### src/rtl/core/pwcd_pkg.sv
`timescale 1ns / 1ps
// ----------------------------------------------------------------------------
// pwcd_pkg
// Shared types, register indexes and helpers of the pixel window contrast
// detector.
// ----------------------------------------------------------------------------
package pwcd_pkg;

    localparam int SUM_W        = 10;
    localparam int COL_W        = 10;
    localparam int ROW_W        = 12;
    localparam int HEIGHT_W     = 13;
    localparam int WIDTH_CFG_W  = 11;
    localparam int THRESH_W     = 10;
    localparam int CFG_ADDR_W   = 2;
    localparam int CFG_DATA_W   = 13;
    localparam int NUM_TAPS     = 8;

    localparam int MAX_HEIGHT      = 4096;
    localparam int MAX_DELTA       = 765;
    localparam int RESET_WIDTH     = 640;
    localparam int RESET_HEIGHT    = 480;
    localparam int RESET_THRESHOLD = 0;

    localparam logic [CFG_ADDR_W-1:0] REG_IMAGE_WIDTH        = 2'd0;
    localparam logic [CFG_ADDR_W-1:0] REG_IMAGE_HEIGHT       = 2'd1;
    localparam logic [CFG_ADDR_W-1:0] REG_CONTRAST_THRESHOLD = 2'd2;

    localparam logic OP_PIXEL = 1'b0;
    localparam logic OP_DRAIN = 1'b1;

    typedef struct packed {
        logic       op;
        logic [7:0] red;
        logic [7:0] green;
        logic [7:0] blue;
    } pwcd_in_t;

    typedef struct packed {
        logic [COL_W-1:0]  column;
        logic [ROW_W-1:0]  row;
        logic [SUM_W-1:0]  max_delta;
        logic              needs_resample;
        logic              frame_end;
    } pwcd_out_t;

    // One position moving from the sequencer into the window datapath
    typedef struct packed {
        logic              valid;
        logic              emit;
        logic              last;
        logic [COL_W-1:0]  column;
        logic [ROW_W-1:0]  row;
        logic              left_ok;
        logic              right_ok;
        logic              top_ok;
        logic              bot_ok;
        logic [SUM_W-1:0]  sum;
    } pwcd_item_t;

    function automatic logic [SUM_W-1:0] abs_diff(input logic [SUM_W-1:0] a,
                                                  input logic [SUM_W-1:0] b);
        return (a > b) ? a - b : b - a;
    endfunction

    function automatic logic [SUM_W-1:0] max2(input logic [SUM_W-1:0] a,
                                              input logic [SUM_W-1:0] b);
        return (a > b) ? a : b;
    endfunction

endpackage

### src/rtl/core/pwcd_ctrl.sv
`timescale 1ns / 1ps
// ----------------------------------------------------------------------------
// pwcd_ctrl
// Configuration registers, frame position and pending counters; turns each pixel
// or valid drain transfer into one window position and issues the line store read.
// ----------------------------------------------------------------------------
module pwcd_ctrl
    import pwcd_pkg::*;
#(
    parameter int MAX_WIDTH = 1024
) (
    input  logic                         aclk,
    input  logic                         aresetn,
    input  logic                         cfg_wr_en,
    input  logic [CFG_ADDR_W-1:0]        cfg_addr,
    input  logic [CFG_DATA_W-1:0]        cfg_wr_data,
    input  logic                         advance,
    input  logic                         in_accept,
    input  pwcd_in_t                     in_data,
    output logic                         rd_en,
    output logic [$clog2(MAX_WIDTH)-1:0] rd_addr,
    output pwcd_item_t                   item,
    output logic [$clog2(MAX_WIDTH)-1:0] item_addr,
    output logic [THRESH_W-1:0]          threshold
);

    localparam int AW      = $clog2(MAX_WIDTH);
    localparam int WW      = $clog2(MAX_WIDTH + 1);
    localparam int PW      = $clog2(MAX_WIDTH + 2);
    localparam int XW      = (WW > WIDTH_CFG_W) ? WW : WIDTH_CFG_W;
    localparam int RESET_W = (RESET_WIDTH > MAX_WIDTH) ? MAX_WIDTH : RESET_WIDTH;

    logic [WW-1:0]       width_reg;
    logic [HEIGHT_W-1:0] height_reg;
    logic [THRESH_W-1:0] thresh_reg;
    logic [AW-1:0]       col_reg,  col_next;
    logic [ROW_W-1:0]    row_reg,  row_next;
    logic [PW-1:0]       pend_reg, pend_next;
    pwcd_item_t          item_reg, item_next;
    logic [AW-1:0]       addr_reg;

    logic [WIDTH_CFG_W-1:0] cfg_w;
    logic [XW-1:0]          cfg_w_ext;
    logic [WW-1:0]          width_clamped;
    logic [HEIGHT_W-1:0]    cfg_h;
    logic [HEIGHT_W-1:0]    height_clamped;

    logic                is_pix;
    logic                is_drain;
    logic                at_origin;
    logic                drain_ok;
    logic                go;
    logic [AW-1:0]       w_m1;
    logic [PW-1:0]       w_plus1;
    logic [WW-1:0]       step;
    logic                step_wrap;
    logic [AW-1:0]       x_s;
    logic [HEIGHT_W-1:0] y_s;
    logic                x_zero;
    logic                emit;
    logic [AW-1:0]       qx;
    logic [HEIGHT_W-1:0] qy;
    logic [SUM_W-1:0]    pix_sum;
    logic [PW-1:0]       pend_base;
    logic                geom_write;

    // Clamp geometry writes into the supported range
    always_comb begin
        cfg_w     = cfg_wr_data[WIDTH_CFG_W-1:0];
        cfg_w_ext = XW'(cfg_w);
        if (cfg_w == '0) begin
            width_clamped = WW'(1);
        end else if (cfg_w_ext > XW'(MAX_WIDTH)) begin
            width_clamped = WW'(MAX_WIDTH);
        end else begin
            width_clamped = WW'(cfg_w);
        end
        cfg_h = cfg_wr_data[HEIGHT_W-1:0];
        if (cfg_h == '0) begin
            height_clamped = HEIGHT_W'(1);
        end else if (cfg_h > HEIGHT_W'(MAX_HEIGHT)) begin
            height_clamped = HEIGHT_W'(MAX_HEIGHT);
        end else begin
            height_clamped = cfg_h;
        end
    end

    // Position of this transfer: the real pixel, or a virtual one past the
    // frame end while draining
    always_comb begin
        is_pix    = (in_data.op == OP_PIXEL);
        is_drain  = (in_data.op == OP_DRAIN);
        at_origin = (col_reg == '0) && (row_reg == '0);
        w_m1      = AW'(width_reg - WW'(1));
        w_plus1   = PW'(width_reg) + PW'(1);
        step      = WW'(w_plus1 - pend_reg);
        step_wrap = (step == width_reg);
        drain_ok  = is_drain && at_origin && (pend_reg != '0) && (pend_reg <= w_plus1);
        go        = is_pix || drain_ok;
        pix_sum   = SUM_W'(in_data.red) + SUM_W'(in_data.green) + SUM_W'(in_data.blue);

        if (is_pix) begin
            x_s = col_reg;
            y_s = HEIGHT_W'(row_reg);
        end else begin
            x_s = step_wrap ? '0 : AW'(step);
            y_s = height_reg + HEIGHT_W'(step_wrap);
        end

        // Column zero completes the last pixel of the row two back
        x_zero = (x_s == '0);
        emit   = x_zero ? (y_s >= HEIGHT_W'(2)) : (y_s >= HEIGHT_W'(1));
        qx     = x_zero ? w_m1 : x_s - AW'(1);
        qy     = x_zero ? y_s - HEIGHT_W'(2) : y_s - HEIGHT_W'(1);

        item_next.valid    = in_accept && go;
        item_next.emit     = emit;
        item_next.last     = is_drain && (pend_reg == PW'(1));
        item_next.column   = COL_W'(qx);
        item_next.row      = ROW_W'(qy);
        item_next.left_ok  = (qx != '0);
        item_next.right_ok = (WW'(qx) + WW'(1)) < width_reg;
        item_next.top_ok   = (qy != '0);
        item_next.bot_ok   = (qy + HEIGHT_W'(1)) < height_reg;
        item_next.sum      = is_pix ? pix_sum : '0;
    end

    always_comb begin
        geom_write = cfg_wr_en &&
                     ((cfg_addr == REG_IMAGE_WIDTH) || (cfg_addr == REG_IMAGE_HEIGHT));
        pend_base  = at_origin ? '0 : pend_reg;
        col_next   = col_reg;
        row_next   = row_reg;
        pend_next  = pend_reg;
        if (geom_write) begin
            col_next  = '0;
            row_next  = '0;
            pend_next = '0;
        end else if (in_accept && is_pix) begin
            pend_next = emit ? pend_base : pend_base + PW'(1);
            if (col_reg == w_m1) begin
                col_next = '0;
                if ((HEIGHT_W'(row_reg) + HEIGHT_W'(1)) >= height_reg) begin
                    row_next = '0;
                end else begin
                    row_next = row_reg + ROW_W'(1);
                end
            end else begin
                col_next = col_reg + AW'(1);
            end
        end else if (in_accept && drain_ok && emit) begin
            pend_next = pend_reg - PW'(1);
        end
    end

    always_ff @(posedge aclk) begin
        if (!aresetn) begin
            width_reg  <= WW'(RESET_W);
            height_reg <= HEIGHT_W'(RESET_HEIGHT);
            thresh_reg <= THRESH_W'(RESET_THRESHOLD);
            col_reg    <= '0;
            row_reg    <= '0;
            pend_reg   <= '0;
            item_reg   <= '0;
        end else begin
            if (cfg_wr_en) begin
                case (cfg_addr)
                    REG_IMAGE_WIDTH:        width_reg  <= width_clamped;
                    REG_IMAGE_HEIGHT:       height_reg <= height_clamped;
                    REG_CONTRAST_THRESHOLD: thresh_reg <= cfg_wr_data[THRESH_W-1:0];
                    default: ;
                endcase
            end
            col_reg  <= col_next;
            row_reg  <= row_next;
            pend_reg <= pend_next;
            if (advance) begin
                item_reg <= item_next;
            end
        end
    end

    always_ff @(posedge aclk) begin
        if (advance) begin
            addr_reg <= x_s;
        end
    end

    assign rd_en     = in_accept && go;
    assign rd_addr   = x_s;
    assign item      = item_reg;
    assign item_addr = addr_reg;
    assign threshold = thresh_reg;

endmodule

### config.mk
export PLATFORM = sky130hd
export DESIGN_NAME = pwcd_ctrl
export DESIGN_NICKNAME = d
export VERILOG_FILES = /design/src/rtl/core/pwcd_pkg.sv /design/src/rtl/core/pwcd_ctrl.sv
export SDC_FILE = /design/constraint.sdc
export NUM_CORES = 1
export LEC_CHECK = 0
export BUFFER_PORTS_ARGS = -buffer_cell sky130_fd_sc_hd__buf_2
export CAP_MARGIN = 20
export CORE_ASPECT_RATIO = 1.75
export CORE_UTILIZATION = 65
export DETAILED_ROUTE_END_ITERATION = 16
export HOLD_SLACK_MARGIN = 0.08
export PLACE_DENSITY_LB_ADDON = 0.15
export SLEW_MARGIN = 10
export SYNTH_ARGS = -nofsm -noshare
export SYNTH_HDL_FRONTEND = slang
export SYNTH_SLANG_ARGS = --single-unit
### constraint.sdc
create_clock -name aclk -period 20.1 [get_ports aclk]
set_clock_uncertainty 0.15 [all_clocks]
set_input_delay 2.01 -clock aclk [delete_from_list [all_inputs] [get_ports aclk]]
set_output_delay 2.01 -clock aclk [all_outputs]
set_load 0.02 [all_outputs]
# After elaboration in Yosys (flattened, before gate mapping)
# Cells that the tools add are included.
[totals]
regBits = 116
latchBits = 0
ramBits = 0
rom_bits = 0
in_bits = 45
output_inout_bits = 70
wordCells = 92
mem_count = 0
[op_classes]
n_addsub = 16
multipliers = 0
div_mod_pow = 0
magnitude_cmp = 8
n_eq_ne = 5
shift = 0
muxes = 17
n_bitwise = 2
reduce_logical = 27
[ops]
columns = ["op", "n"]
rows = [
  ["11-bit 2-to-1 mux", 6],
  ["13-bit 2-to-1 mux", 4],
  ["10-bit 2-to-1 mux", 5],
  ["11-bit by 1-bit adder with 11-bit output, second input constant", 2],
  ["10-bit zero test", 2],
  ["10-bit by 1-bit subtractor with 10-bit output, second input constant", 2],
  ["12-bit by 1-bit adder with 13-bit output, second input constant", 1],
  ["13-bit by 1-bit adder with 13-bit output", 1],
  ["13-bit by 1-bit adder with 13-bit output, second input constant", 1],
  ["13-bit by 1-bit greater-or-equal comparator with 1-bit output, second input constant", 1],
  ["13-bit greater-or-equal comparator", 1],
  ["13-bit by 2-bit greater-or-equal comparator with 1-bit output, second input constant", 1],
  ["13-bit greater-than comparator, second input constant", 1],
  ["13-bit zero test", 1],
  ["13-bit < comparator", 1],
  ["13-bit nonzero test", 1],
  ["13-bit by 1-bit subtractor with 13-bit output, second input constant", 1],
  ["13-bit by 2-bit subtractor with 13-bit output, second input constant", 1],
  ["12-bit by 1-bit adder with 12-bit output, second input constant", 1],
  ["12-bit zero test", 1],
  ["12-bit 2-to-1 mux", 1],
  ["10-bit by 1-bit adder with 11-bit output, second input constant", 1],
  ["11-bit by 1-bit equality test with 1-bit output, second input constant", 1],
  ["11-bit equality test", 1],
  ["22 further kinds", 36],
]

# Longest topological paths before layout
[logic_depth]
word_depth = 10
ltp_mapped = 37
depth_no_buf = 36

# Worst setup path before layout
# No wires, ideal clock.
[synth_timing]
path_type = "input to register"
from = "input in_data[24] (netlist bit)"
to = "register item_reg (netlist bit item[10])"
setup_time_ns = 0.080
arrival_time_ns = 6.881
required_time_ns = 19.870
setup_slack_ns = 12.989
stages = 29
n_path_buf = 8
cell_sequence = "clkbuf_1 > buf_2 > buf_1 > buf_1 > clkbuf_1 > clkbuf_1 > nor2_1 > a31oi_1 > ha_1 > o21ai_2 > buf_6 > buf_2 > nor2_1 > a21oi_1 > inv_1 > ha_1 > nand3b_1 > nand4b_1 > nand2b_1 > xnor2_1 > ha_1 > nor2b_1 > o21ai_0 > nand2b_1 > a21oi_1 > nor2b_1 > o21ai_0 > a31oi_1 > nor3b_1"
[synth_lines]
columns = ["element", "line_no", "text"]
rows = [
  ["from (decl)", "pwcd_ctrl.sv:19", "input pwcd_in_t in_data,"],
  ["to (signal assigned)", "pwcd_ctrl.sv:178", "item_reg <= item_next;"],
  ["to (decl)", "pwcd_ctrl.sv:39", "pwcd_item_t item_reg, item_next;"],
]

# Worst setup path after layout
[layout_timing]
from = "register width_reg[0]"
to = "register item_reg (netlist bit item[10])"
[layout_between]
elab_chain_len = 9
word_cells_on_any_way = 13
classes_between = "add/sub (6); order compare (1); eq/ne (1); mux (4); reduce/logical (1)"
[layout_rtl]
columns = ["element", "line_no", "text"]
rows = [
  ["from (decl)", "pwcd_ctrl.sv:33", "logic [WW-1:0] width_reg;"],
  ["from (signal assigned)", "pwcd_ctrl.sv:158", "width_reg <= WW'(RESET_W);"],
  ["from (signal assigned)", "pwcd_ctrl.sv:168", "REG_IMAGE_WIDTH: width_reg <= width_clamped;"],
  ["11-bit by 1-bit adder with 11-bit output", "pwcd_ctrl.sv:95", "w_plus1 = PW'(width_reg) + PW'(1);"],
  ["11-bit subtractor", "pwcd_ctrl.sv:96", "step = WW'(w_plus1 - pend_reg);"],
  ["11-bit equality test", "pwcd_ctrl.sv:97", "step_wrap = (step == width_reg);"],
  ["13-bit by 1-bit adder with 13-bit output or 10-bit 2-to-1 mux (tied branches)", "pwcd_ctrl.sv:107, pwcd_ctrl.sv:106", ""],
  ["13-bit 2-to-1 mux or 10-bit 2-to-1 mux (tied branches)", "pwcd_ctrl.sv:102", "if (is_pix) begin"],
  ["13-bit by 1-bit subtractor with 13-bit output, or another cell as far along", "pwcd_ctrl.sv:114", "qy = x_zero ? y_s - HEIGHT_W'(2) : y_s - HEIGHT_W'(1);"],
  ["13-bit 2-to-1 mux (*)", "pwcd_ctrl.sv:114", ""],
  ["13-bit by 1-bit adder with 13-bit output (*)", "pwcd_ctrl.sv:124", "item_next.bot_ok = (qy + HEIGHT_W'(1)) < height_reg;"],
  ["13-bit < comparator (*)", "pwcd_ctrl.sv:124", ""],
]
# Mark *: on every way between the ends. The rest lies on a longest branch, timed or not.
# A chain may end at the register's enable or synchronous reset.

==> results_tabular.tex <==
\begin{tabular}{lr}
\hline
Metric & Value \\
\hline
\multicolumn{2}{l}{\textbf{Critical path}} \\
Highest-delay cell along the critical path & dfxtp\_1 \\
Slowest cell delay on critical path & between 500 and 600 ps \\
Critical path launch point type & flop \\
CP arrival & between 8000 and 9000 ps \\
Largest driver fanout on the critical path & 11 \\
Critical path class & flop to flop \\
Top cell by count, worst path & ha\_1 \\
Required time at the endpoint of the critical path & 20310 ps \\
Type of destination of the critical path & flop \\
\multicolumn{2}{l}{\textbf{Timing}} \\
Max-slew headroom at the worst pin & 0.290 \\
Actual transition at the worst max-transition pin & between 1000 and 1500 ps \\
Peak clock frequency supported by timing & around 120 MHz \\
Final setup violation count & 0 \\
Final clock period utilization by the worst path & 0.408 \\
Final hold violation count & 0 \\
Post-layout minimum cycle time & around 8200 ps \\
RSZ-0062 raised after global routing & false \\
Final-layout setup total negative slack & 0 ps \\
Slew Limit Fails & 0 \\
\multicolumn{2}{l}{\textbf{Global route}} \\
Combined global-route utilization of all metal layers & 0.433 \\
First-pass GRT wire length & 49700 µm \\
Antenna violations before repair & 0 \\
Remaining Overflow, GRT & 0 \\
Largest net degree at the start of global routing & 70 \\
Vias in the first global route & roughly 9400 \\
\multicolumn{2}{l}{\textbf{Floorplanning}} \\
Height of the die & 163 µm \\
Starting density of the core & 0.666 \\
Die ar. & between 15000 and 20000 µm² \\
Number of cell rows & just under 60 \\
Std-Cell Core Area & between 10000 and 15000 µm² \\
Number of I/O pins & between 100 and 150 \\
Die X & $\sim$94 µm \\
\multicolumn{2}{l}{\textbf{CTS}} \\
TritonCTS sink count & $\sim$120 \\
Worst-skew pair later-pin latency & about 430 ps \\
Number of buffers added by the clock tree synthesis step & 17 \\
Post-CTS setup buffer count & 0 \\
Register clock-pin slew on the reported worst setup and hold paths & about 70 ps \\
Cts hold-fix bufs & 0 \\
CTS root buffer & clkbuf\_16 \\
Clock tree from TritonCTS & built \\
Max H-tree Level & 4 \\
Bufs on Longest Clock Path & 2 \\
Post-CTS Resized & 0 \\
\multicolumn{2}{l}{\textbf{Logic synthesis}} \\
Register area share after synthesis & 0.252 \\
Syn\_nets & roughly 1300 \\
Count of warnings emitted by yosys & 0 \\
Number of cells produced by synthesis & 1200 \\
Cell types occupying the most area after synthesis & dfxtp\_1, ha\_1, xnor2\_1 \\
Post-synth ARST share & 0 \\
Area share of the leading cell type in the synthesized netlist & 0.221 \\
Post-synth cell types & 93 \\
Count of flip-flops with a built-in enable after synthesis & 10 \\
Post-Syn Area & around 9600 µm² \\
Number of synthesized register bits & 116 \\
Avg Cell Area, Syn & 8.02 µm² \\
Predominant post-synthesis flop cell & dfxtp\_1 \\
Cell taking the most area after synthesis & dfxtp\_1 \\
\multicolumn{2}{l}{\textbf{Cells and area}} \\
Layout cell share with drive strength beyond 1 & 0.156 \\
Final core area utilization & 0.749 \\
Total area of sequential cells & roughly 2400 µm² \\
Area used by multi-input combinational logic & $\sim$6700 µm² \\
Net total in the final layout & approximately 1400 \\
Flip-flop count of the largest register after layout & 39 \\
Signed area change from the synthesized netlist to the final layout & 12.4\% \\
Number of antenna repair diodes & 0 \\
Count of filler cells inserted in the layout & roughly 1100 \\
\multicolumn{2}{l}{\textbf{Hold path}} \\
Class of the most critical hold timing path & flop to flop \\
\multicolumn{2}{l}{\textbf{Routing}} \\
Routed met3 length & 2330 µm \\
Routed met2 length & roughly 16000 µm \\
Post-detailed-route via-to-cell ratio & $\sim$6.6 \\
Antenna viol nets, final & 0 \\
Routed WL per cell & 21.8 µm \\
Count of vias placed by the detailed router & between 9000 and 10000 \\
M1 WL & roughly 10000 µm \\
Detailed-route wire length & roughly 32000 µm \\
DRC Markers & 0 \\
Router iterations before antenna repair & 8 \\
Starting DRC count in detailed routing & roughly 810 \\
Max layer used & met4 \\
\multicolumn{2}{l}{\textbf{Flow run}} \\
Count of maximum capacitance violations & 0 \\
\multicolumn{2}{l}{\textbf{Outcome}} \\
Status & finished, final reports clean \\
\multicolumn{2}{l}{\textbf{Power and ir drop}} \\
Power per unit of standard cell area & 104 nW/µm² \\
Leakage power total & 4.79 nW \\
Largest voltage drop on the vdd net & about 0.060 mV \\
\multicolumn{2}{l}{\textbf{Place}} \\
Count of port buffers added during placement & 114 \\
Final estimated routing congestion in global placement & roughly 1.1 \\
Sum of net half-perimeters after detailed placement & between 20000 and 25000 µm \\
\hline
\end{tabular}
[critical path, delay by kind of cell, from the launching register on]
family	cells	cell delay (ps)
compound gates	7	1610
fa+ha+maj	6	1880
xor+xnor	3	720
simple gates	15	3160
flops	1	560
[metrics by stage]
stage | worst slack (ps) | area [µm²] | total power, mW | hold slack (ps) | std cells
6_report | 11910 | 10800 | 1.12 | 318 | 1470
5_1_grt | 11280 | 10800 | 1.18 | 348 | 1470
4_1_cts | 12080 | 10800 | 1.11 | 318 | 1470
3_5_place_dp | 12100 | 10200 | 0.782 | 309 | 1438
3_3_place_gp | 12380 | 10200 | 0.779 | 303 | 1438
2_1_floorplan | 12990 | 9620 | 0.651 | 330 | 1200
[metal layers]
layer | up-vias | global-route usage
li1 | 4430 | -
met1 | 4555 | 0.411
met2 | 491 | 0.756
met3 | 205 | 0.120
met4 | 0 | 0.362
met5 | - | 0
[Yosys cell counts (9+ instances only)]
master / n
a22oi_1: 9
buf_2: 10
fa_1: 10
and3_1: 16
clkbuf_1: 43
o21a_1: 11
xor2_1: 31
a21o_1: 24
nand2b_1: 16
a21oi_1: 75
o21ai_0: 39
ha_1: 74
dfxtp_1: 106
edfxtp_1: 10
nor3b_1: 9
a31oi_1: 11
xnor2_1: 77
nand4_1: 21
a211oi_1: 14
mux2i_1: 26
nand2_1: 70
nor2b_1: 14
nand3_1: 37
nor4_1: 16
inv_1: 67
nor2_1: 157
nor3_1: 47
[path summary, 6_finish.rpt]
check,from,to,slack (ps),cells after the start
worst max-delay path,width_reg[0]$_SDFFE_PN0P_,item[10]$_SDFFE_PN0P_,11910,31
worst max register to register,width_reg[0]$_SDFFE_PN0P_,item[10]$_SDFFE_PN0P_,11910,31
worst min register to register,item[36]$_SDFFE_PN0P_,item[36]$_SDFFE_PN0P_,320,2
worst min-delay path,item[36]$_SDFFE_PN0P_,item[36]$_SDFFE_PN0P_,320,2
[layout make-up]
| cell class | count | area share |
|---|---|---|
| multi-input combinational | 950 | 0.617 |
| sequential | 116 | 0.224 |
| tap | 180 | 0.0208 |
| inverter | 71 | 0.0246 |
| clock buffer | 17 | 0.0393 |
| clock inverter | 15 | 0.0170 |
| timing repair buffer | 121 | 0.0576 |
[report_power, final]
| part | total, mW | switching (mW) | internal [mW] |
|---|---|---|---|
| Combinational | 0.520 | 0.324 | 0.196 |
| Clock | 0.327 | 0.139 | 0.188 |
| Sequential | 0.276 | 0.0193 | 0.257 |
[logic make-up (layout without fill, tap and decap cells)]
family                   after synthesis  count (layout)  share of synthesized area
flip-flops                           116             116                      0.252
AO/OA/AOI/OAI                        265             265                      0.193
adder cells (fa/ha/maj)               84              84                      0.117
multiplexers                          29              29                     0.0306
buffers and inverters                134             224                     0.0555
XOR/XNOR                             112             112                      0.106
AND/OR/NAND/NOR                      460             460                      0.246
[layout by cell type (no fill, tap or decap), types with 14 or more instances in the layout]
cell | netlist | final
nand4_1 | 21 | 21
xnor2_1 | 77 | 77
nor3_1 | 47 | 47
nand3_1 | 37 | 37
nor4_1 | 16 | 16
a211oi_1 | 14 | 14
dfxtp_1 | 106 | 106
a21o_1 | 24 | 24
a21oi_1 | 75 | 75
xor2_1 | 31 | 31
mux2i_1 | 26 | 26
ha_1 | 74 | 74
nor2b_1 | 14 | 14
nor2_1 | 157 | 157
buf_2 | 10 | 114
inv_1 | 67 | 67
o21ai_0 | 39 | 39
clkbuf_16 | 0 | 17
nand2b_1 | 16 | 16
and3_1 | 16 | 16
nand2_1 | 70 | 70
Power figures use the tool's default switching activity.
