File: src/rtl/core/pwcd_pkg.sv
`timescale 1ns / 1ps
// ----------------------------------------------------------------------------
// pwcd_pkg
// Shared types, register indexes and helpers of the pixel window contrast
// detector.
// ----------------------------------------------------------------------------
package pwcd_pkg;

    localparam int SUM_W        = 10;
    localparam int COL_W        = 10;
    localparam int ROW_W        = 12;
    localparam int HEIGHT_W     = 13;
    localparam int WIDTH_CFG_W  = 11;
    localparam int THRESH_W     = 10;
    localparam int CFG_ADDR_W   = 2;
    localparam int CFG_DATA_W   = 13;
    localparam int NUM_TAPS     = 8;

    localparam int MAX_HEIGHT      = 4096;
    localparam int MAX_DELTA       = 765;
    localparam int RESET_WIDTH     = 640;
    localparam int RESET_HEIGHT    = 480;
    localparam int RESET_THRESHOLD = 0;

    localparam logic [CFG_ADDR_W-1:0] REG_IMAGE_WIDTH        = 2'd0;
    localparam logic [CFG_ADDR_W-1:0] REG_IMAGE_HEIGHT       = 2'd1;
    localparam logic [CFG_ADDR_W-1:0] REG_CONTRAST_THRESHOLD = 2'd2;

    localparam logic OP_PIXEL = 1'b0;
    localparam logic OP_DRAIN = 1'b1;

    typedef struct packed {
        logic       op;
        logic [7:0] red;
        logic [7:0] green;
        logic [7:0] blue;
    } pwcd_in_t;

    typedef struct packed {
        logic [COL_W-1:0]  column;
        logic [ROW_W-1:0]  row;
        logic [SUM_W-1:0]  max_delta;
        logic              needs_resample;
        logic              frame_end;
    } pwcd_out_t;

    // One position moving from the sequencer into the window datapath
    typedef struct packed {
        logic              valid;
        logic              emit;
        logic              last;
        logic [COL_W-1:0]  column;
        logic [ROW_W-1:0]  row;
        logic              left_ok;
        logic              right_ok;
        logic              top_ok;
        logic              bot_ok;
        logic [SUM_W-1:0]  sum;
    } pwcd_item_t;

    function automatic logic [SUM_W-1:0] abs_diff(input logic [SUM_W-1:0] a,
                                                  input logic [SUM_W-1:0] b);
        return (a > b) ? a - b : b - a;
    endfunction

    function automatic logic [SUM_W-1:0] max2(input logic [SUM_W-1:0] a,
                                              input logic [SUM_W-1:0] b);
        return (a > b) ? a : b;
    endfunction

endpackage

File: src/rtl/core/pwcd_window.sv
`timescale 1ns / 1ps
// ----------------------------------------------------------------------------
// pwcd_window
// Sliding window of sums, masked neighbor differences, maximum tree and the
// result register.
// ----------------------------------------------------------------------------
module pwcd_window
    import pwcd_pkg::*;
(
    input  logic                aclk,
    input  logic                aresetn,
    input  logic                advance,
    input  pwcd_item_t          item,
    input  logic [SUM_W-1:0]    rd_older,
    input  logic [SUM_W-1:0]    rd_newer,
    input  logic [THRESH_W-1:0] threshold,
    output logic                wr_en,
    output logic [SUM_W-1:0]    wr_older,
    output logic [SUM_W-1:0]    wr_newer,
    output logic                m_valid,
    output pwcd_out_t           m_data
);

    // Two window columns are kept; the third is the one arriving now
    logic [SUM_W-1:0] left_col_reg [3];
    logic [SUM_W-1:0] mid_col_reg  [3];
    logic [SUM_W-1:0] right_col    [3];
    logic [SUM_W-1:0] center;

    logic [SUM_W-1:0] diff_next [NUM_TAPS];
    logic [SUM_W-1:0] diff_reg  [NUM_TAPS];
    logic             p2_valid_reg;
    logic [COL_W-1:0] p2_col_reg;
    logic [ROW_W-1:0] p2_row_reg;
    logic             p2_last_reg;

    logic [SUM_W-1:0] lvl1 [4];
    logic [SUM_W-1:0] lvl2 [2];
    logic [SUM_W-1:0] max_delta;
    pwcd_out_t        out_next;

    logic      m_valid_reg;
    pwcd_out_t m_data_reg;

    always_comb begin
        right_col[0] = rd_older;
        right_col[1] = rd_newer;
        right_col[2] = item.sum;
        center       = mid_col_reg[1];

        // Drop neighbors outside the frame
        diff_next[0] = (item.left_ok && item.top_ok) ? abs_diff(left_col_reg[0], center) : '0;
        diff_next[1] = item.left_ok ? abs_diff(left_col_reg[1], center) : '0;
        diff_next[2] = (item.left_ok && item.bot_ok) ? abs_diff(left_col_reg[2], center) : '0;
        diff_next[3] = item.top_ok ? abs_diff(mid_col_reg[0], center) : '0;
        diff_next[4] = item.bot_ok ? abs_diff(mid_col_reg[2], center) : '0;
        diff_next[5] = (item.right_ok && item.top_ok) ? abs_diff(right_col[0], center) : '0;
        diff_next[6] = item.right_ok ? abs_diff(right_col[1], center) : '0;
        diff_next[7] = (item.right_ok && item.bot_ok) ? abs_diff(right_col[2], center) : '0;
    end

    assign wr_en    = advance && item.valid;
    assign wr_older = rd_newer;
    assign wr_newer = item.sum;

    always_ff @(posedge aclk) begin
        if (advance && item.valid) begin
            for (int i = 0; i < 3; i++) begin
                left_col_reg[i] <= mid_col_reg[i];
                mid_col_reg[i]  <= right_col[i];
            end
        end
        if (advance) begin
            for (int i = 0; i < NUM_TAPS; i++) begin
                diff_reg[i] <= diff_next[i];
            end
            p2_col_reg  <= item.column;
            p2_row_reg  <= item.row;
            p2_last_reg <= item.last;
            m_data_reg  <= out_next;
        end
    end

    always_comb begin
        for (int i = 0; i < 4; i++) begin
            lvl1[i] = max2(diff_reg[2*i], diff_reg[2*i+1]);
        end
        for (int i = 0; i < 2; i++) begin
            lvl2[i] = max2(lvl1[2*i], lvl1[2*i+1]);
        end
        max_delta = max2(lvl2[0], lvl2[1]);

        out_next.column         = p2_col_reg;
        out_next.row            = p2_row_reg;
        out_next.max_delta      = max_delta;
        out_next.needs_resample = (max_delta > threshold);
        out_next.frame_end      = p2_last_reg;
    end

    always_ff @(posedge aclk) begin
        if (!aresetn) begin
            p2_valid_reg <= 1'b0;
            m_valid_reg  <= 1'b0;
        end else if (advance) begin
            p2_valid_reg <= item.valid && item.emit;
            m_valid_reg  <= p2_valid_reg;
        end
    end

    assign m_valid = m_valid_reg;
    assign m_data  = m_data_reg;

endmodule

File: config.mk
export PLATFORM = sky130hd
export DESIGN_NAME = pwcd_window
export DESIGN_NICKNAME = d
export VERILOG_FILES = /design/src/rtl/core/pwcd_pkg.sv /design/src/rtl/core/pwcd_window.sv
export SDC_FILE = /design/constraint.sdc
export NUM_CORES = 1
export LEC_CHECK = 0
export ABC_AREA = 1
export BUFFER_PORTS_ARGS = -buffer_cell sky130_fd_sc_hd__buf_2
export CAP_MARGIN = 0
export CORE_ASPECT_RATIO = 1.4
export CORE_MARGIN = 4
export CORE_UTILIZATION = 45
export CTS_CLUSTER_DIAMETER = 30
export DETAILED_ROUTE_END_ITERATION = 8
export PLACE_DENSITY = 0.73
export SETUP_SLACK_MARGIN = 0.3
export SLEW_MARGIN = 20
export SYNTH_ARGS = -nofsm -noshare
export SYNTH_HDL_FRONTEND = slang
export SYNTH_SLANG_ARGS = --single-unit
File: constraint.sdc
create_clock -name aclk -period 12.1 [get_ports aclk]
set_input_delay 0.605 -clock aclk [delete_from_list [all_inputs] [get_ports aclk]]
set_output_delay 0.605 -clock aclk [all_outputs]
set_load 0.05 [all_outputs]
Word level (Yosys, flattened, before mapping)
Memories as Yosys holds them, arrays and structs flattened.
Cells that the tools add are included.
{ "word_totals": {"wordCells": 78, "ramBits": 140, "mem_count": 3, "register_bits": 59} }
{ "classes": {"reduce_logical": 6, "order_cmp": 16, "n_mux": 27, "add_sub_neg": 16} }
{ "memory_table": {"columns": ["name", "words", "word_bits", "read_ports", "rd_clocked_by_memory_dff", "wr", "line_no", "rtl"], "rows": [
  ["diff_reg", 8, 10, 8, 0, 8, "pwcd_window.sv:31", "logic [SUM_W-1:0] diff_reg [NUM_TAPS];"],
  ["left_col_reg", 3, 10, 3, 0, 3, "pwcd_window.sv:25", "logic [SUM_W-1:0] left_col_reg [3];"],
  ["mid_col_reg", 3, 10, 3, 0, 3, "pwcd_window.sv:26", "logic [SUM_W-1:0] mid_col_reg [3];"]
]} }
{ "ops": {"columns": ["operator", "count"], "rows": [
  ["10-bit two-way mux", 23],
  ["10-bit greater-than comparator", 16],
  ["10-bit subtractor", 16],
  ["1-bit logical AND", 6],
  ["1-bit two-way mux", 4]
]} }

Depth between registers and ports, before layout
Gate-level depths: netlist of run 1.
{ "logic_depth": {"depth_word": 7, "ltp_mapped": 47, "ltp_nobuf": 44} }

Least setup slack after synthesis of run 1
Ideal clock, no wire load.
{ "synth_path": {"path_kind": "flip-flop to flip-flop", "startpoint": "memory diff_reg[2][9], in the netlist diff_reg[0][29]", "endpoint": "register m_data_reg (netlist bit m_data[1]), data pin", "slack_ns": 6.434, "t_arrival_ns": 5.415, "setup_ns": 0.250, "synth_period_minus_slack_ns": 5.666, "stages_incl_launch_ff": 40, "t_required_ns": 11.850, "cell_sequence": "edfxtp_1 > ha_1 > nand2_1 > nor4_1 > o21ai_1 > o2111ai_1 > o21ai_1 > buf_2 > buf_2 > nand2_1 > o21ai_1 > ha_1 > a21oi_1 > nor2_1 > a211oi_1 > o21ai_0 > a21oi_1 > a31oi_1 > (+4 left out) > ha_1 > nand4_1 > nor3_1 > o21ai_0 > o211ai_1 > nor2_1 > a31oi_1 > clkbuf_1 > nand2_1 > nand2_1 > ha_1 > nand2_1 > inv_1 > nand3_1 > a31oi_1 > a2111oi_0 > a32o_1 > inv_1"} }
{ "synth_rtl": {"columns": ["element", "line_no", "rtl"], "rows": [
  ["start: declaration", "pwcd_window.sv:31", null],
  ["end signal: assignment", "pwcd_window.sv:80", "m_data_reg <= out_next;"],
  ["end: declaration", "pwcd_window.sv:43", "pwcd_out_t m_data_reg;"]
]} }

==> impl_metrics.tcl, run 1 <==
set metrics [dict create \
    via_count 13190 \
    cts.reportedPaths.clkPinSlew_ps 70 \
    detail_route.vias_per_cell 5.518 \
    avgSynthCellArea_sq_um 8.599 \
    hold_path.class "primary input to flip-flop" \
    ys_seq_area_share_pct 37.93 \
    power_switching_mw 1.141 \
    io_buffers 127 \
    finalSetupViolCount 0 \
    insertion_delay_ps 460 \
    dpl.hpwl_microns 34840 \
    gp_congestion 1.030 \
    clockPowerShare_pct 20.8 \
    status "completed" \
    root_buffer "clkbuf_16" \
    grt_pass1_wl_microns 69060 \
    synth_cells 1826 \
    fp.dieW_microns 165.9 \
    p_per_area_nw_per_um2 154.1 \
    largest_reg_flops 80 \
    cts-resized-gates 0 \
    postCtsSetupBuffers 0 \
    worstPathRequired_ps 12310 \
    synth-edff-count 197 \
    antenna_cells 0 \
    grt_overflow 0 \
    start_util_pct 45.87 \
    combPwrFrac_pct 45.4 \
    max_freq_mhz 132.9 \
    drive_gt1_share_pct 10.73 \
    dieArea_sq_um 37990 \
    switching_share_pct 43.00 \
    ios 128 \
    finalCriticalPeriod_ps 7522 \
    async_reset_ff_share_pct 0 \
    yosys_warnings 0 \
    finalSetupTns_ps 0 \
    grt_max_degree 60 \
    track_usage_pct 23.15 \
    ys.flop_type "edfxtp_1" \
    numCtsBuffers 17 \
    cpMaxStageDelayCell "a31oi_1" \
    clock-sinks 199 \
    wl_per_cell_microns 18.62 \
    layout.cells.most_common_list "364 x nand2_1, 261 x inv_1, 230 x ha_1" \
    grt_setup_unrepaired "false" \
    synth_area_sq_um 15700 \
    finalClockSkew_ps 9.211 \
    p_seq_share_pct 33.8 \
    cts_hold_buf 0 \
    final_common_cell "nand2_1" \
    endpoint_kind "flip-flop" \
    synth_nets 2144 \
    path_delay_family "compound AO/OA/AOI/OAI gates" \
    area_growth_pct 9.657 \
    drt_iter0_drc 871 \
    drt_first_pass_iters 5 \
    rr_startpoint "diff_reg[0][5]" \
    antenna_found_initial 0 \
    cts_buffer_depth 2 \
    cp-startpoint "diff_reg[0][5]" \
    path_max_fanout 20 \
    power.internal_mw 1.513 \
    critPathLaunchType "flip-flop" \
    fin_nets 2244 \
    rows 80 \
    drv_slew 0 \
    remaining_drc_errors 0 \
    slew-limit-headroom_pct 31.39 \
    ys_types 53 \
    hold_viol_final 0 \
    finalCoreUtilization_pct 50.30 \
    cts_tree "built" \
    hp-start "item[24]" \
    routed_wl_microns 44510 \
    ys_ff_latch 199 \
    cap_violations 0 \
    critPathArrivalTime_ps 7740 \
    grt_pass1_vias 13010 \
    p_leak_nw 8.247 \
    critPathKind "flip-flop to flip-flop" \
    cp_num_buf_inv 2 \
    peakVddDrop_mv 0.08097 \
    finalCritPeriodShare_pct 62.17 \
    h-tree-depth 4 \
    ant_nets 0 \
    die_h_microns 229.0 \
    worst_slew_pin_slew_ps 1023 \
    core_sq_um 34230 \
    cpPeakStageDelay_ps 620 \
]
## worst paths after layout
check,cells after the start,slack (ps),end
setup / recovery,28,4580,m_data[1]
hold reg to reg,0,420,m_data[28]
setup reg to reg,28,4580,m_data[1]
hold / removal,1,330,p2_row_reg[10]
## cells in the mapped netlist (3+ instances only)
cell | n | share of area, %
a21boi_1 | 5 | 0.24
mux2i_1 | 3 | 0.19
buf_4 | 21 | 1.0
o211ai_1 | 11 | 0.53
a21oi_1 | 199 | 6.3
nand2_1 | 364 | 8.7
a221oi_1 | 6 | 0.33
o21bai_1 | 9 | 0.43
o21ai_1 | 36 | 1.1
nor3_1 | 8 | 0.25
inv_1 | 263 | 6.3
nand3_1 | 67 | 2.1
nor2_1 | 79 | 1.9
a21boi_0 | 4 | 0.19
a21o_1 | 12 | 0.57
a211oi_1 | 7 | 0.33
edfxtp_1 | 197 | 38
or2_0 | 3 | 0.12
nand2_2 | 20 | 0.80
or3_1 | 3 | 0.12
nand4_1 | 10 | 0.40
fa_1 | 16 | 2.0
buf_2 | 16 | 0.51
o221ai_1 | 10 | 0.56
a31oi_1 | 6 | 0.24
ha_1 | 230 | 18
nand3b_1 | 3 | 0.14
xor2_1 | 27 | 1.5
clkbuf_1 | 11 | 0.26
o31ai_1 | 4 | 0.19
o21a_1 | 3 | 0.14
inv_2 | 8 | 0.19
nor2_2 | 4 | 0.16
o21ai_0 | 129 | 4.1
nor3b_1 | 4 | 0.19
## power groups by stage
stage	registers (mW)	logic [mW]	clock network, mW
finish	0.897	1.20	0.551
global route	0.904	1.36	0.594
CTS	0.897	1.20	0.562
detailed placement	0.913	1.19	0
global placement	0.910	1.15	0
floorplan	0.988	0.804	0
## area by class of cell
type                    count  area (sq um)
clock buffers              17         425.4
clock inverters            15         136.4
fillers                  3280         17010
inverters                 271          1017
multi-input cells        1306          8448
flip-flops and latches    199          5956
well taps                 451         564.3
repair buffers            131         671.9
## metal layers
layer	routed length, microns	vias up	track usage (%)
met1	17090	6164	25.54
met2	22360	458	41.59
li1	-	6437	-
met4	3274	0	15.63
met5	0	-	0
met3	1793	130	2.674
## cells by family (layout without fill, tap and decap cells)
family / count (synthesis) / after routing / synth area share, %
mux: 3 / 3 / 0.1912
buf+inv: 321 / 434 / 8.359
xor+xnor: 29 / 29 / 1.618
fa+ha+maj: 246 / 246 / 20.37
compound gates: 450 / 450 / 15.85
simple gates: 578 / 578 / 15.69
flops: 199 / 199 / 37.93
## through the flow
| stage | setup WS (ps) | power (mW) | cells | cell area [sq um] | hold WS (ps) |
|---|---|---|---|---|---|
| after floorplan | 6434 | 1.791 | 1826 | 15700 | 400.3 |
| after global routing | 3765 | 2.859 | 2390 | 17220 | 314.7 |
| after detailed placement | 4435 | 2.102 | 2358 | 16650 | 405.4 |
| after CTS | 4386 | 2.655 | 2390 | 17210 | 304.1 |
| final | 4578 | 2.654 | 2390 | 17220 | 326.2 |
| after global placement | 4353 | 2.064 | 2358 | 16640 | 400.6 |
No activity file was read; power rests on OpenSTA's default activity.
==> run 2: changes to the inputs <==
--- a/config.mk
+++ b/config.mk
@@ -5,7 +5,7 @@
 export SDC_FILE = /design/constraint.sdc
 export NUM_CORES = 1
 export LEC_CHECK = 0
-export ABC_AREA = 1
+export ABC_AREA = 0
 export BUFFER_PORTS_ARGS = -buffer_cell sky130_fd_sc_hd__buf_2
 export CAP_MARGIN = 0
 export CORE_ASPECT_RATIO = 1.4
==> constraint.sdc (replaced) <==
create_clock -name aclk -period 7.3 [get_ports aclk]
set_input_delay 0.365 -clock aclk [delete_from_list [all_inputs] [get_ports aclk]]
set_output_delay 0.365 -clock aclk [all_outputs]
set_load 0.05 [all_outputs]
==> run 2 against run 1 <==
Compared with the run above: clock skew up 1.1 ps; global-route usage down 2.5 points; first-iteration DRC count down 12%; count of clock-buffer cells in the layout unchanged; register-to-register slack worse by 4000 ps; via count down 5.1%; non-clock buffer count up 27; final cell count down 7.8%; routed wire length down 6.4%; die area up 2.9%; total power up 66%; sequential share of layout area down 1.8 points.
==> impl_metrics.tcl, run 2 <==
set metrics [dict create \
    status "completed" \
    grt_max_degree 78 \
    routed_wl_microns 41670 \
    synth_commonest_cells "230 x ha_1, 210 x inv_1, 197 x edfxtp_1" \
    power.internal_mw 2.715 \
    hold_viol_final 0 \
    largest_reg_flops 80 \
    place_area_sq_um 17230 \
    avgSynthCellArea_sq_um 10.09 \
    endpoint_kind "flip-flop" \
    p_per_area_nw_per_um2 242.7 \
    drt_iter0_drc 764 \
    dpl.hpwl_microns 31930 \
    ys_ff_latch 199 \
    synth_area_leaders "edfxtp_1 37%, ha_1 18%, mux2i_1 6.2%, inv_1 4.9%, a21oi_1 2.8%" \
    cts_buffer_depth 2 \
    r2r_end "m_data[1]" \
    fin_nets 2052 \
    nFillCells 3153 \
    cts.reportedPaths.clkPinSlew_ps 80 \
    rows 81 \
    synth_area_sq_um 16170 \
    finalCriticalPeriod_ps 6730 \
    async_reset_ff_share_pct 0 \
    clock-sinks 199 \
    synth_cells 1602 \
    final_common_cell "ha_1" \
    rr_startpoint "diff_reg[1][8]" \
    die_h_microns 232.3 \
    detail_route.vias_per_cell 5.683 \
    endpoint "m_data[1]" \
    track_usage_pct 20.63 \
    core_sq_um 35170 \
    drive_gt1_share_pct 15.80 \
    peakVddDrop_mv 0.2053 \
    insertion_delay_ps 460 \
    finalSetupViolCount 0 \
    h-tree-depth 4 \
    antenna_cells 0 \
    root_buffer "clkbuf_16" \
    synth-edff-count 197 \
    muxShareOfSynthArea_pct 8.674 \
    drv_slew 0 \
    finalCritPeriodShare_pct 92.19 \
    max_freq_mhz 148.6 \
    cpMostUsedCell "ha_1" \
    clockPowerShare_pct 21.8 \
    power_switching_mw 1.699 \
    slew-limit-headroom_pct 28.18 \
    ys_types 73 \
    synth_top_area_share_pct 36.58 \
    synth_nets 1920 \
    cap_violations 0 \
    grt_pass1_wl_microns 63910 \
    rrSetupSlack_ps 570 \
    r2r_cells 33 \
    grt_setup_unrepaired "false" \
    yosys_warnings 0 \
    antenna_found_initial 1 \
    critPathKind "flip-flop to flip-flop" \
    fin_area_sq_um 18180 \
    grt_overflow 0 \
    numCtsBuffers 17 \
    ys_seq_area_share_pct 36.83 \
    ant_nets 0 \
    ys.flop_type "edfxtp_1" \
    path_max_fanout 8 \
    critPathLaunchType "flip-flop" \
    finalSetupTns_ps 0 \
    drt_first_pass_iters 5 \
    synth-simple-area-share_pct 12.67 \
    synth_top_family_by_area "adder cells" \
    worstPathRequired_ps 7510 \
    yosysMostFrequentCell "ha_1" \
    combPwrFrac_pct 44.8 \
    switching_share_pct 38.50 \
    critPathArrivalTime_ps 6940 \
    cpPeakStageDelay_ps 430 \
    synthXorXnorAreaFrac_pct 2.167 \
    ios 128 \
    grt_pass1_vias 12200 \
    hold_path.class "primary input to flip-flop" \
    start_util_pct 45.98 \
    synth_area_leader_cell "edfxtp_1" \
    layout.cells.most_common_list "230 x ha_1, 210 x inv_1, 197 x edfxtp_1" \
    gp_congestion 0.9248 \
    p_seq_share_pct 33.5 \
    cpMaxStageDelayCell "edfxtp_1" \
    synth_compound_area_share_pct 13.32 \
    finalClockSkew_ps 10.35 \
    cp-startpoint "diff_reg[1][8]" \
    wl_per_cell_microns 18.91 \
    io_buffers 127 \
    fp.dieW_microns 168.2 \
    remaining_drc_errors 0 \
    worst_slew_pin_slew_ps 1077 \
    synthAdderAreaFrac_pct 19.85 \
    cts_tree "built" \
    dieArea_sq_um 39070 \
    via_count 12520 \
    area_growth_pct 12.44 \
    p_leak_nw 8.206 \
]
-- run 2: cell families (layout without fill, tap and decap cells) --
| family | Yosys count | after routing |
|---|---|---|
| compound gates | 331 | 332 |
| xor+xnor | 40 | 40 |
| fa+ha+maj | 247 | 247 |
| buf+inv | 257 | 400 |
| flops | 199 | 199 |
| mux | 135 | 135 |
| simple gates | 393 | 394 |
-- run 2: critical path, delay by kind of cell (launching register included) --
family,cells,cell delay [ps]
buffers and inverters,3,330
muxes,3,920
adders and majority gates,4,1110
and+or+nand+nor,9,1280
DFF,1,430
AOI/OAI and AO/OA,14,2410
-- run 2: worst min-delay path by stage --
| stage | end | slack (ps) | cells past startpoint | from |
|---|---|---|---|---|
| final | p2_row_reg[7] | 80 | 1 | item[21] |
| after global routing | p2_col_reg[0] | 60 | 1 | item[26] |
| after CTS | p2_col_reg[0] | 40 | 1 | item[26] |
| after detailed placement | m_data[21] | 410 | 0 | p2_row_reg[9] |
| after global placement | m_data[21] | 400 | 0 | p2_row_reg[9] |
| after floorplan | m_data[0] | 400 | 0 | p2_last_reg |
-- run 2: power by group through the flow --
stage	combinational (mW)	sequential, mW	clock [mW]
after CTS	1.83	1.48	0.985
after floorplan	1.22	1.63	0
final	1.98	1.48	0.960
after global placement	1.77	1.50	0
after detailed placement	1.82	1.50	0
after global routing	2.16	1.49	1.03
-- run 2: repair_timing --
action	CTS	global route
setup buffers	0	17
hold buffers	0	0
setup endpoints to repair	1	1
resized for setup	2	40
pin swaps	0	9
endpoints found under the hold margin	0	0
gates cloned	0	2
-- run 2: per-layer routing --
metal / wire, microns / track usage (%)
met2: 20600 / 36.01
met3: 2383 / 3.202
met4: 1888 / 9.693
met1: 16780 / 24.89
met5: 12 / 0
-- run 2: layout make-up --
cell class	instances	area [sq um]	area share [%]
multi-input combinational	1148	9373	51.55
sequential	199	5956	32.76
timing repair buffer	158	890.9	4.900
clock buffer	17	425.4	2.340
inverter	210	788.3	4.335
tap	456	570.5	3.138
clock inverter	15	178.9	0.9840
-- run 2: per-stage QoR --
stage	hold slack, ps	power, mW	util, %	setup WS (ps)	instances
global route	55.82	4.683	51.70	216.8	2203
floorplan	400.3	2.846	-	581.7	1602
global placement	400.1	3.264	48.98	405.5	2152
detailed placement	405.6	3.322	48.98	184.7	2152
CTS	43.48	4.296	50.71	354.1	2184
finish	76.96	4.414	51.70	569.9	2203
==> run 3: changes to the inputs <==
--- a/config.mk
+++ b/config.mk
@@ -10,10 +10,10 @@
 export CAP_MARGIN = 0
 export CORE_ASPECT_RATIO = 1.4
 export CORE_MARGIN = 4
-export CORE_UTILIZATION = 45
+export CORE_UTILIZATION = 54
 export CTS_CLUSTER_DIAMETER = 30
 export DETAILED_ROUTE_END_ITERATION = 8
-export PLACE_DENSITY = 0.73
+export PLACE_DENSITY = 0.83
 export SETUP_SLACK_MARGIN = 0.3
 export SLEW_MARGIN = 20
 export SYNTH_ARGS = -nofsm -noshare
==> run 3 against run 2 <==
Compared with the run above: fmax fell by 4.9%; setup slack worse by 350 ps; total power is 2.0% higher; critical path depth increased by 1; core utilization up 10 points; non-clock buffer count grew 2; final cell count fell by 3.4%; worst hold slack got worse by 4.5 ps; via count about the same; routed wire length rose by 0.18%; sequential share of layout area grew 0.088 points; largest power group unchanged.
==> impl_metrics.tcl, run 3 (synthesized netlist as in run 2, its figures left out) <==
set metrics [dict create \
    fin_area_sq_um 18130 \
    finalSetupViolCount 0 \
    start_util_pct 55.09 \
    hold_path.class "primary input to flip-flop" \
    final_common_cell "ha_1" \
    cpMostUsedCell "ha_1" \
    antenna_found_initial 0 \
    critPathKind "flip-flop to flip-flop" \
    nFillCells 2347 \
    seq_area_sq_um 5956 \
    track_usage_pct 24.64 \
    drt_iter0_drc 1027 \
    clock-sinks 199 \
    area_growth_pct 12.14 \
    cts_tree "built" \
    p_leak_nw 8.212 \
    ant_nets 0 \
    multi_input_area_sq_um 9399 \
    grt_max_degree 83 \
    layout.cells.most_common_list "227 x ha_1, 209 x inv_1, 197 x edfxtp_1" \
    setup_ws_ps 221.2 \
    grt_overflow 0 \
    cts.reportedPaths.clkPinSlew_ps 70 \
    finalSetupTns_ps 0 \
    worst_slew_pin_slew_ps 972.9 \
    path_max_fanout 7 \
    max_freq_mhz 141.3 \
    antenna_cells 0 \
    routed_wl_microns 41740 \
    core_sq_um 29350 \
    gp_congestion 0.9865 \
    via_count 12520 \
    ios 128 \
    root_buffer "clkbuf_16" \
    place_inst 2075 \
    detail_route.vias_per_cell 5.884 \
    cpPeakStageDelay_ps 460 \
    place_ws_ps 29.80 \
    worstPathRequired_ps 7510 \
    fp.dieW_microns 154.3 \
    drive_gt1_share_pct 16.14 \
    wl_per_cell_microns 19.62 \
    h-tree-depth 4 \
    die_h_microns 212.8 \
    fin_nets 2052 \
    place_area_sq_um 17120 \
    insertion_delay_ps 470 \
    cpMaxStageDelayCell "edfxtp_1" \
    final_cells 2127 \
    cts_buffer_depth 2 \
    hold_viol_final 0 \
    largest_reg_flops 80 \
    critPathArrivalTime_ps 7290 \
    grt_pass1_vias 12160 \
    finalCriticalPeriod_ps 7079 \
    remaining_drc_errors 0 \
    finalClockSkew_ps 12.05 \
    endpoint_kind "flip-flop" \
    cap_violations 0 \
    rows 74 \
    grt_pass1_wl_microns 63580 \
    p_per_area_nw_per_um2 248.4 \
    dieArea_sq_um 32820 \
    slew-limit-headroom_pct 35.14 \
    status "completed" \
    critPathLaunchType "flip-flop" \
    peakVddDrop_mv 0.1878 \
    io_buffers 127 \
    drv_slew 0 \
    drt_first_pass_iters 5 \
    dpl.hpwl_microns 31280 \
    numCtsBuffers 17 \
    finalCritPeriodShare_pct 96.97 \
]
## run 3: critical path: cells and delay by family, from the launching register on
kind	cells	cell delay [ps]
compound gates	12	2020
simple gates	11	1750
fa+ha+maj	4	1220
mux	3	850
buf+inv	4	480
flops	1	460
## run 3: final timing paths
path         slack, ps           start  cells past startpoint             to
max                220  diff_reg[1][7]                     34      m_data[1]
min                 70        item[28]                      1  p2_col_reg[2]
max reg2reg        220  diff_reg[1][7]                     34      m_data[1]
min reg2reg        420   p2_col_reg[3]                      0     m_data[27]
## run 3: layer usage
layer | routed length [microns] | up-vias | track usage (%)
met5 | 0 | - | 0
met3 | 2655 | 106 | 3.792
met2 | 20640 | 493 | 42.94
met4 | 1963 | 0 | 11.21
li1 | - | 6012 | -
met1 | 16490 | 5905 | 30.16
## run 3: timing repair
action / 4_1_cts / 5_1_grt
hold endpoints to repair: 0 / 0
setup endpoints to repair: 1 / 1
gates cloned: 0 / 0
pin swaps: 1 / 17
setup buffers: 3 / 17
hold buffers: 0 / 0
gates resized for setup: 4 / 48
## run 3: final cells by class
cell class	instances	area share (%)
inverter	210	4.347
tap	380	2.622
timing repair buffer	160	4.989
sequential	199	32.84
clock inverter	15	1.021
multi-input combinational	1146	51.83
clock buffer	17	2.346
## run 3: power by group
group          switching [mW]  total (mW)  internal, mW
registers              0.0756        1.49          1.42
clock network           0.472       0.993         0.520
logic                    1.15        2.02         0.869
## run 3: through the flow
stage	total power [mW]	hold slack [ps]	utilization, %
final	4.504	72.51	61.78
after global routing	4.762	56.21	61.78
after CTS	4.311	51.02	60.54
after detailed placement	3.296	404.5	58.34
after global placement	3.240	400.5	58.34
after floorplan	2.846	400.3	-
